[config.mk]
export PLATFORM = sky130hd
export DESIGN_NAME = overlap_record_delta_varint_decoder
export DESIGN_NICKNAME = d
export VERILOG_FILES = /design/src/ordvd_pkg.sv /design/src/ordvd_record_calc.sv /design/src/overlap_record_delta_varint_decoder.sv
export SDC_FILE = /design/constraint.sdc
export NUM_CORES = 1
export LEC_CHECK = 0
export BUFFER_PORTS_ARGS = -buffer_cell sky130_fd_sc_hd__buf_2
export CAP_MARGIN = 40
export CORE_UTILIZATION = 35
export DETAILED_ROUTE_END_ITERATION = 16
export PLACE_DENSITY = 0.5
export SETUP_SLACK_MARGIN = 0.1
export SLEW_MARGIN = 20
export SYNTH_ARGS = -nofsm -noshare
export SYNTH_HDL_FRONTEND = slang
export SYNTH_SLANG_ARGS = --single-unit
[constraint.sdc]
create_clock -name clk_i -period 16.45 [get_ports clk_i]
set_input_delay 0.8225 -clock clk_i [delete_from_list [all_inputs] [get_ports clk_i]]
set_output_delay 0.8225 -clock clk_i [all_outputs]
set_load 0.01 [all_outputs]
[src/ordvd_pkg.sv]
// Package for the overlap record delta varint decoder.
// Holds the word and record types, the flag bit positions and the record length clamp.
// Has no dependencies.
package ordvd_pkg;

  localparam int unsigned StoreDepth = 10;
  localparam int unsigned IdxW       = 4;

  localparam logic [IdxW-1:0] FieldsMin   = 4'd8;
  localparam logic [IdxW-1:0] FieldsMax   = 4'd10;
  localparam logic [IdxW-1:0] FieldsReset = 4'd8;
  localparam logic [IdxW-1:0] LastIdx     = 4'd9;
  localparam logic [IdxW-1:0] NineFields  = 4'd9;

  localparam int unsigned ContBit       = 7;
  localparam int unsigned FlagStrandBit = 0;
  localparam int unsigned FlagQrevBit   = 1;
  localparam int unsigned FlagTrevBit   = 2;
  localparam int unsigned FlagTaddBit   = 3;

  typedef logic [31:0] word_t;

  typedef struct packed {
    word_t query_id;
    logic  strand;
    word_t query_start;
    word_t query_end;
    word_t target_id;
    word_t target_start;
    word_t target_end;
    word_t extra_seven;
    word_t extra_eight;
    word_t extra_nine;
  } record_t;

  // Clamp the programmed record length into the supported range.
  function automatic logic [IdxW-1:0] eff_fields(logic [IdxW-1:0] raw);
    logic [IdxW-1:0] res;
    if (raw < FieldsMin) begin
      res = FieldsMin;
    end else if (raw > FieldsMax) begin
      res = FieldsMax;
    end else begin
      res = raw;
    end
    return res;
  endfunction

endpackage

[src/ordvd_record_calc.sv]
// Record assembly for the overlap record delta varint decoder.
// Restores ids from deltas and derives the end coordinates; uses ordvd_pkg.
module ordvd_record_calc (
  input  ordvd_pkg::word_t                  fields_i [ordvd_pkg::StoreDepth],
  input  logic [ordvd_pkg::IdxW-1:0]        count_i,
  input  ordvd_pkg::word_t                  prev_qid_i,
  input  ordvd_pkg::word_t                  prev_tid_i,
  output ordvd_pkg::record_t                rec_o
);
  import ordvd_pkg::*;

  word_t flags;
  word_t tsum;

  assign flags = fields_i[1];
  assign tsum  = fields_i[5] + fields_i[3];

  always_comb begin
    rec_o.query_id     = flags[FlagQrevBit] ? (prev_qid_i - fields_i[0])
                                            : (prev_qid_i + fields_i[0]);
    rec_o.strand       = flags[FlagStrandBit];
    rec_o.query_start  = fields_i[2];
    rec_o.query_end    = fields_i[2] + fields_i[3];
    rec_o.target_id    = flags[FlagTrevBit] ? (prev_tid_i - fields_i[4])
                                            : (prev_tid_i + fields_i[4]);
    rec_o.target_start = fields_i[5];
    // difference sign comes from flag bit 3: set adds, clear subtracts
    rec_o.target_end   = flags[FlagTaddBit] ? (tsum + fields_i[6]) : (tsum - fields_i[6]);
    rec_o.extra_seven  = fields_i[7];
    rec_o.extra_eight  = (count_i >= NineFields) ? fields_i[8] : '0;
    rec_o.extra_nine   = (count_i >= FieldsMax) ? fields_i[9] : '0;
  end

endmodule

[src/overlap_record_delta_varint_decoder.sv]
// Overlap record delta varint decoder: input byte register, varint and field state, result register.
// A record passes from the input byte register to the result register once its final byte advances.
// Throughput: one byte per cycle; the input stalls only when a record completes while the
// previous record still sits unclaimed in the result register.
// Reset clears the handshake, accumulator, field index, previous ids and record length (8);
// the field store is not cleared and holds whatever the current record has written.
module overlap_record_delta_varint_decoder (
  input  logic                       clk_i,
  input  logic                       rst_ni,
  input  logic                       cfg_valid_i,
  output logic                       cfg_ready_o,
  input  logic [ordvd_pkg::IdxW-1:0] record_fields_i,
  input  logic                       in_valid_i,
  output logic                       in_ready_o,
  input  logic [7:0]                 code_byte_i,
  output logic                       out_valid_o,
  input  logic                       out_ready_i,
  output logic [31:0]                query_id_o,
  output logic                       strand_o,
  output logic [31:0]                query_start_o,
  output logic [31:0]                query_end_o,
  output logic [31:0]                target_id_o,
  output logic [31:0]                target_start_o,
  output logic [31:0]                target_end_o,
  output logic [31:0]                extra_seven_o,
  output logic [31:0]                extra_eight_o,
  output logic [31:0]                extra_nine_o
);
  import ordvd_pkg::*;

  logic              byte_vld_q;
  logic [7:0]        byte_q;
  logic [IdxW-1:0]   rf_q;
  word_t             acc_q;
  logic [IdxW-1:0]   idx_q;
  word_t             store_q [StoreDepth];
  word_t             prev_qid_q;
  word_t             prev_tid_q;
  logic              out_valid_q;
  record_t           rec_q;

  word_t             acc_d;
  logic [IdxW-1:0]   idx_c;
  logic [IdxW-1:0]   count;
  logic              last_byte;
  logic              rec_end;
  logic              stall;
  logic              advance;
  word_t             fields_view [StoreDepth];
  record_t           rec;

  assign cfg_ready_o = 1'b1;

  assign count     = eff_fields(rf_q);
  assign acc_d     = {acc_q[24:0], byte_q[6:0]};
  assign last_byte = byte_vld_q && !byte_q[ContBit];
  assign idx_c     = (idx_q > LastIdx) ? LastIdx : idx_q;
  assign rec_end   = last_byte && ((idx_c + 4'd1) >= count);
  assign stall     = rec_end && out_valid_q && !out_ready_i;
  assign advance   = byte_vld_q && !stall;
  assign in_ready_o = !byte_vld_q || !stall;

  // Present the completing value alongside the stored ones.
  always_comb begin
    for (int i = 0; i < StoreDepth; i++) begin
      fields_view[i] = (last_byte && (idx_c == IdxW'(i))) ? acc_d : store_q[i];
    end
  end

  ordvd_record_calc u_calc (
    .fields_i   (fields_view),
    .count_i    (count),
    .prev_qid_i (prev_qid_q),
    .prev_tid_i (prev_tid_q),
    .rec_o      (rec)
  );

  always_ff @(posedge clk_i or negedge rst_ni) begin
    if (!rst_ni) begin
      rf_q <= FieldsReset;
    end else if (cfg_valid_i && cfg_ready_o) begin
      rf_q <= record_fields_i;
    end
  end

  always_ff @(posedge clk_i or negedge rst_ni) begin
    if (!rst_ni) begin
      byte_vld_q <= 1'b0;
    end else if (in_ready_o) begin
      byte_vld_q <= in_valid_i;
    end
  end

  always_ff @(posedge clk_i) begin
    if (in_valid_i && in_ready_o) begin
      byte_q <= code_byte_i;
    end
  end

  always_ff @(posedge clk_i or negedge rst_ni) begin
    if (!rst_ni) begin
      acc_q      <= '0;
      idx_q      <= '0;
      prev_qid_q <= '0;
      prev_tid_q <= '0;
    end else if (advance) begin
      acc_q <= byte_q[ContBit] ? acc_d : '0;
      if (last_byte) begin
        idx_q <= rec_end ? '0 : (idx_c + 4'd1);
      end
      if (rec_end) begin
        prev_qid_q <= rec.query_id;
        prev_tid_q <= rec.target_id;
      end
    end
  end

  always_ff @(posedge clk_i) begin
    if (advance && last_byte) begin
      store_q[idx_c] <= acc_d;
    end
  end

  always_ff @(posedge clk_i or negedge rst_ni) begin
    if (!rst_ni) begin
      out_valid_q <= 1'b0;
    end else if (advance && rec_end) begin
      out_valid_q <= 1'b1;
    end else if (out_ready_i) begin
      out_valid_q <= 1'b0;
    end
  end

  always_ff @(posedge clk_i) begin
    if (advance && rec_end) begin
      rec_q <= rec;
    end
  end

  assign out_valid_o    = out_valid_q;
  assign query_id_o     = rec_q.query_id;
  assign strand_o       = rec_q.strand;
  assign query_start_o  = rec_q.query_start;
  assign query_end_o    = rec_q.query_end;
  assign target_id_o    = rec_q.target_id;
  assign target_start_o = rec_q.target_start;
  assign target_end_o   = rec_q.target_end;
  assign extra_seven_o  = rec_q.extra_seven;
  assign extra_eight_o  = rec_q.extra_eight;
  assign extra_nine_o   = rec_q.extra_nine;

  a_idx_range: assert property (@(posedge clk_i) disable iff (!rst_ni)
    idx_q <= LastIdx)
    else $error("field index past last store entry");

  a_idx_wrap: assert property (@(posedge clk_i) disable iff (!rst_ni)
    advance && rec_end |=> idx_q == '0 && acc_q == '0)
    else $error("record end did not restart field index and accumulator");

  a_short_rec: assert property (@(posedge clk_i) disable iff (!rst_ni)
    advance && rec_end && count == FieldsMin |=>
      rec_q.extra_eight == '0 && rec_q.extra_nine == '0)
    else $error("basic record carries extended values");

  a_stall_cause: assert property (@(posedge clk_i) disable iff (!rst_ni)
    !in_ready_o |-> out_valid_q && !out_ready_i)
    else $error("input stalled without a held result");

endmodule
==> summary.txt, run 1 <==
Status = complete, no violations
CP most frequent cell = a21oi_1
Post CTS Setup Buffer Count = 0
Max Cap Viol = 0
Simple-gate share of the synthesized area = 14.0%
Reg2reg start = idx_q[2]
Congestion Overflow GR = 0
Largest family of logic cells by synthesized area = simple AND/OR/NAND/NOR gates
Synth warnings = 0
Vias in the first global route = 25500
TNS Setup = 0 ns
XOR/XNOR share of the synthesized area = 5.89%
Grt met1 use = 28.1%
Largest net degree at the start of global routing = 103
Post-CTS Resized = 0
Crit path max fanout = 36
WL/cell = 21.7 µm
Post-Layout Cell Count = 5088
Clock Latency Late Sink = 0.67 ns
IO Count = 309
DRT antenna net count = 0
Ys async rst share = 14.4%
Routability cong. = 0.872
M2 GR Usage = 32.3%
Chip Width = 324 µm
Placed Cells = 4931
Final worst path period share = 44.9%
Largest stage delay on the critical path = 0.74 ns
Area grow syn2layout = 16.6%
Cell area power density = 157 nW/µm²
Post-synth EDFFs = 589
Cell area after layout = 42400 µm²
Type of origin of the critical path = flop
Fin util = 41.4%
Setup Skew = 0.0257 ns
R2R depth = 33
Full die area = 105000 µm²
CP Data Required Time = 16.85 ns
Register area share after synthesis = 55.4%
CP arrival = 7.79 ns
CP Buf/Inv Count = 5
Compound-cell area share of the yosys netlist = 11.8%
Met3 Track Usage GR = 4.20%
Final slew viol count = 0
Crit path capture type = flop
RSZ-0062 raised after global routing = false
Placement Cell Area = 39800 µm²
Synthesized cell area = 36400 µm²
Top delay family on crit path = compound AO/OA/AOI/OAI gates
Least-Margin Pin Slew = 0.857 ns
Critical path class = flop to flop
Row count = 117
Clk sink count = 688
Critical Path Stages = 33
Detailed router's first-iteration violation count = 2214
Worst path slowest cell = dfrtp_1
Endpoints failing hold = 0
Dpl hpwl = 76.6 mm
DR DRC count = 0
Clock transition at path regs = 0.06 ns
Count of input and output buffers = 307
H-tree depth = 3
Leak Pwr = 17.6 nW
Post-synthesis mux area share = 4.54%
Maximum clock rate = 0.135 GHz
Core region area = 102000 µm²
Finish-stage setup viols = 0
CTS tree = done
Crit path capture = target_end_o[31]
First-pass GRT wire length = 164 mm
Worst Setup SP = idx_q[2]
Clock buffer depth = 3
Post-synthesis cell count = 3325
Number of hold buffers added after cts = 0
R2r endpoint = target_end_o[31]
Share of cells above drive strength 1 = 16.8%
Total track usage = 20.5%
Reg2Reg Setup Slack = 9.06 ns
Via count = 26500
Cts bufs inserted = 80
Slew Limit Headroom = 42.7%
Count of different cell masters after synthesis = 91
Nets = 3832
Most used routing layer = met2
VDD IR-drop max = 0.0801 mV
Die H = 324 µm
Final WL = 110 mm
Syn Area/Cell = 10.9 µm²
Pre-antenna DRT Iters = 5
Top_reg_cell synth = edfxtp_1
Worst min path class = primary input to asynchronous set/reset pin
CTS root buffer = clkbuf_16
Initial antenna violation count = 3
Post-Synth Adder-Cell Area = 5.80%
Routed vias/inst = 5.20
Register bit total from synthesis = 688
Starting Density = 35.5%
Min Tclk post-route = 7.39 ns
## cell usage in the layout, fill, tap and decap left out, drive strengths merged, types with 65 or more instances in the layout
master	n
a21o	78
a21oi	264
buf	389
clkbuf	99
dfrtp	98
edfxtp	589
ha	159
inv	96
mux2i	101
nand2	694
nor2	141
nor3	65
o21ai	127
xnor2	140
xor2	101
## cells in the mapped netlist (all sizes together) (10+ instances only)
| master | n | share of area (%) |
|---|---|---|
| nand2 | 694 | 7.2 |
| edfxtp | 589 | 49 |
| a21oi | 264 | 3.6 |
| ha | 159 | 5.5 |
| nor2 | 141 | 1.5 |
| xnor2 | 140 | 3.4 |
| o21ai | 127 | 1.8 |
| clkbuf | 121 | 1.2 |
| mux2i | 101 | 2.8 |
| xor2 | 101 | 2.4 |
| dfrtp | 98 | 6.7 |
| inv | 90 | 0.93 |
| a21o | 78 | 1.6 |
| nor3 | 65 | 0.89 |
| nand3 | 59 | 0.81 |
| mux2 | 57 | 1.8 |
| o31ai | 29 | 0.64 |
| buf | 27 | 0.33 |
| nand2b | 26 | 0.45 |
| o21bai | 26 | 0.54 |
| a31oi | 25 | 0.43 |
| nor2b | 25 | 0.43 |
| nor4 | 23 | 0.44 |
| nand4 | 18 | 0.31 |
| and3 | 17 | 0.29 |
| or3 | 17 | 0.29 |
| or4 | 15 | 0.31 |
| and2 | 14 | 0.24 |
| o21a | 13 | 0.27 |
| or2 | 13 | 0.22 |
| o211ai | 10 | 0.21 |
| o22ai | 10 | 0.19 |
## worst reg2reg max path, delay by kind of cell (launching register included)
family | cells | cell delay [ns]
AOI/OAI and AO/OA | 18 | 3.53
xor gates and xnor gates | 2 | 0.55
adders and majority gates | 4 | 1.14
buffers and inverters | 5 | 0.75
DFF | 1 | 0.74
and+or+nand+nor | 4 | 0.40
## stage by stage
stage | setup WS (ns) | hold slack [ns] | power [mW]
floorplan | 5.33 | 0.450 | 4.23
global placement | 8.84 | 0.464 | 4.94
detailed placement | 8.94 | 0.471 | 4.94
CTS | 8.91 | 0.169 | 6.72
global route | 8.40 | 0.215 | 7.06
finish | 9.06 | 0.183 | 6.64
## how the worst min path moves through the flow
stage                         startpoint  cells past startpoint        endpoint  slack, ns
after floorplan            prev_qid_q[0]                      2   prev_qid_q[0]       0.45
after global placement     prev_tid_q[0]                      2   prev_tid_q[0]       0.46
after detailed placement  prev_tid_q[22]                      2  prev_tid_q[22]       0.47
after CTS                         rst_ni                      1   prev_tid_q[8]       0.17
after global routing              rst_ni                      1   prev_tid_q[3]       0.22
final                             rst_ni                      1   prev_tid_q[8]       0.18
## sequential cells by signal, indices dropped and copies added (netlist names)
name and cells:
extra_eight_o 32, extra_nine_o 32, target_end_o 32, rf_q 4, strand_o 1, store_q 292
target_id_o 32, query_id_o 32, out_valid_o 1, prev_qid_q 32, extra_seven_o 32, query_end_o 32
idx_q 4, query_start_o 32, byte_q 8, target_start_o 32, byte_vld_q 1, prev_tid_q 32
acc_q 25
## per-layer routing
layer	vias to the layer above	wire length (µm)	share of wire, %
li1	12700	-	-
met1	12900	50000	45
met2	714	50600	46
met3	156	6630	6.0
met4	2	3020	2.7
met5	-	13	0.012
## layout make-up
type	count	area (µm²)
inverter	90	345
antenna	2	5.00
clock inverter	52	477
clock buffer	97	2070
sequential	688	20200
multi-input combinational	2400	15300
tap	1368	1710
timing repair buffer	391	2290
fill	9758	59900
## cell families after synthesis
group,after synthesis
compound gates,678
xor+xnor,242
fa+ha+maj,166
buf+inv,238
flops,688
mux,158
other cells,2
simple gates,1153
## power breakdown
part,switching [mW],internal (mW),leakage [nW]
Combinational,1.54,0.923,9.70
Sequential,0.132,2.31,6.65
Clock,0.772,0.973,1.22
(Power assumes the default switching activity.)
==> run 2: changes to the inputs <==
==> constraint.sdc (replaced) <==
create_clock -name clk_i -period 7.25 [get_ports clk_i]
set_input_delay 0.3625 -clock clk_i [delete_from_list [all_inputs] [get_ports clk_i]]
set_output_delay 0.3625 -clock clk_i [all_outputs]
set_load 0.01 [all_outputs]
==> run 2 against run 1 <==
Critical path depth fell by 4. Hold slack worse by 0.044 ns. Critical path type unchanged. Largest power group unchanged. Clock power rose to 2.5 times the previous value.
==> summary.txt, run 2 (synthesis results as in run 1) <==
CP arrival = 7.16 ns
Largest net degree at the start of global routing = 95
Worst path slowest cell = or4b_4
Worst hold endpoint = byte_vld_q
H-tree depth = 3
Post-Layout Cell Count = 5132
Initial antenna violation count = 4
Share of cells above drive strength 1 = 17.4%
Nets = 3875
Min Tclk post-route = 6.75 ns
Leak Pwr = 17.9 nW
Finish-stage setup viols = 0
Full die area = 105000 µm²
Clock transition at path regs = 0.06 ns
Type of origin of the critical path = flop
Cell area power density = 363 nW/µm²
Final WS setup = 0.500 ns
R2r endpoint = target_end_o[31]
CTS tree = done
Clk pwr share = 28.2%
Sequential share of power = 35.4%
RSZ-0062 raised after global routing = false
CP most frequent cell = a21oi_1
Clock buffer depth = 3
Hold Path Depth = 2
Core region area = 102000 µm²
Die H = 324 µm
Post-CTS Resized = 0
Crit path capture type = flop
Endpoints failing hold = 0
Total power = 15.6 mW
Max FFs per register = 292
Routed vias/inst = 5.22
Maximum clock rate = 0.148 GHz
Reg2Reg Setup Slack = 0.50 ns
Final slew viol count = 0
Final WL = 113 mm
Via count = 26800
Most frequent cells in the layout = nand2_1, edfxtp_1, buf_2
Vias in the first global route = 25900
Congestion Overflow GR = 0
Routability cong. = 0.887
Setup Skew = 0.0263 ns
Cts bufs inserted = 81
Largest stage delay on the critical path = 0.59 ns
CP Buf/Inv Count = 3
IO Count = 309
Top delay family on crit path = compound AO/OA/AOI/OAI gates
Dpl hpwl = 81.1 mm
CTS root buffer = clkbuf_16
DRT antenna net count = 0
Storage cell area = 20200 µm²
Detailed router's first-iteration violation count = 2150
Most common cell after layout, fill and taps aside = nand2_1
Starting Density = 35.5%
Final worst path period share = 93.1%
WL/cell = 22.1 µm
CP Data Required Time = 7.66 ns
Critical path class = flop to flop
First-pass GRT wire length = 167 mm
Reg2reg start = idx_q[3]
Internal power = 10.0 mW
Placed Cells = 4958
Filler instances = 9739
Fin util = 42.1%
Comb pwr share = 36.4%
HP Start = in_valid_i
VDD IR-drop max = 0.172 mV
Status = complete, no violations
Chip Width = 324 µm
TNS Setup = 0 ns
Worst min path class = primary input to flop
DR DRC count = 0
Area grow syn2layout = 18.5%
R2R depth = 29
Least-Margin Pin Slew = 0.882 ns
Crit path max fanout = 11
Total track usage = 21.0%
Area occupied by multi-input gates = 15300 µm²
Row count = 117
Pre-antenna DRT Iters = 7
Net Sw Frac = 35.9%
Clock Latency Late Sink = 0.66 ns
Switching pwr = 5.62 mW
Count of input and output buffers = 307
Slew Limit Headroom = 41.0%
Max Cap Viol = 0
Clk sink count = 688
Setup WS pre-CTS = 0.542 ns
Largest reg by FF count = store_q
==> run 2: cell types whose count changed in the layout (fill, tap and decap cells not counted), moves of 3 or more <==
cell and delta:
buf_4 +24, dlygate4sd3_1 +17, bufinv_16 +11, buf_12 +3, clkbuf_1 -3, clkinv_1 -3
clkinvlp_4 -3, inv_6 -3
==> run 2: power by group through the flow <==
stage / combinational (mW) / clock [mW] / sequential, mW
3_3_place_gp: 5.66 / 0 / 5.62
2_1_floorplan: 3.80 / 0 / 5.73
5_1_grt: 6.30 / 4.65 / 5.59
6_report: 5.69 / 4.41 / 5.53
3_5_place_dp: 5.69 / 0 / 5.61
4_1_cts: 5.73 / 4.51 / 5.54
==> run 2: worst reg2reg max path, delay by kind of cell, from the launching register on <==
family / cells / cell delay [ns]
compound gates: 17 / 3.34
fa+ha+maj: 3 / 0.92
simple gates: 4 / 0.91
xor+xnor: 2 / 0.57
flops: 1 / 0.43
buf+inv: 3 / 0.33
==> run 2: layout make-up <==
class	count	share of cell area [%]
Clock buffer	97	4.89
Multi-Input combinational cell	2400	35.6
Inverter	90	0.801
Antenna cell	1	0.00581
Tap cell	1368	3.97
Sequential cell	688	46.8
Clock inverter	55	1.76
Timing Repair Buffer	433	6.19
==> run 2: layer usage <==
metal / vias up / wire length, µm / track usage [%]
li1: 12800 / - / -
met1: 13100 / 51500 / 28.8
met2: 766 / 51900 / 33.4
met3: 144 / 7200 / 4.10
met4: 0 / 2840 / 6.17
met5: - / 0 / 0
==> run 2: stage by stage <==
step | cell area [µm²] | hold slack, ns
after floorplan | 36400 | 0.0669
after global placement | 39900 | 0.465
after detailed placement | 40000 | 0.331
after CTS | 43000 | 0.0451
after global routing | 43100 | 0.0977
final | 43100 | 0.139
==> run 2: repair_timing <==
| action | 4_1_cts | 5_1_grt |
|---|---|---|
| hold buffers | 17 | 0 |
| hold endpoints to repair | 52 | 0 |
| buffers inserted | 0 | 1 |
| endpoints found under the setup margin | 0 | 1 |
==> run 2: worst max-delay path by stage <==
stage	end	slack, ns	cells past startpoint	from
floorplan	extra_eight_o[0]	0.61	14	idx_q[2]
global placement	target_end_o[31]	0.51	29	idx_q[3]
detailed placement	target_end_o[31]	0.54	29	idx_q[3]
CTS	target_end_o[31]	0.51	29	idx_q[3]
global route	target_end_o[31]	0.12	31	idx_q[1]
finish	target_end_o[31]	0.50	29	idx_q[3]
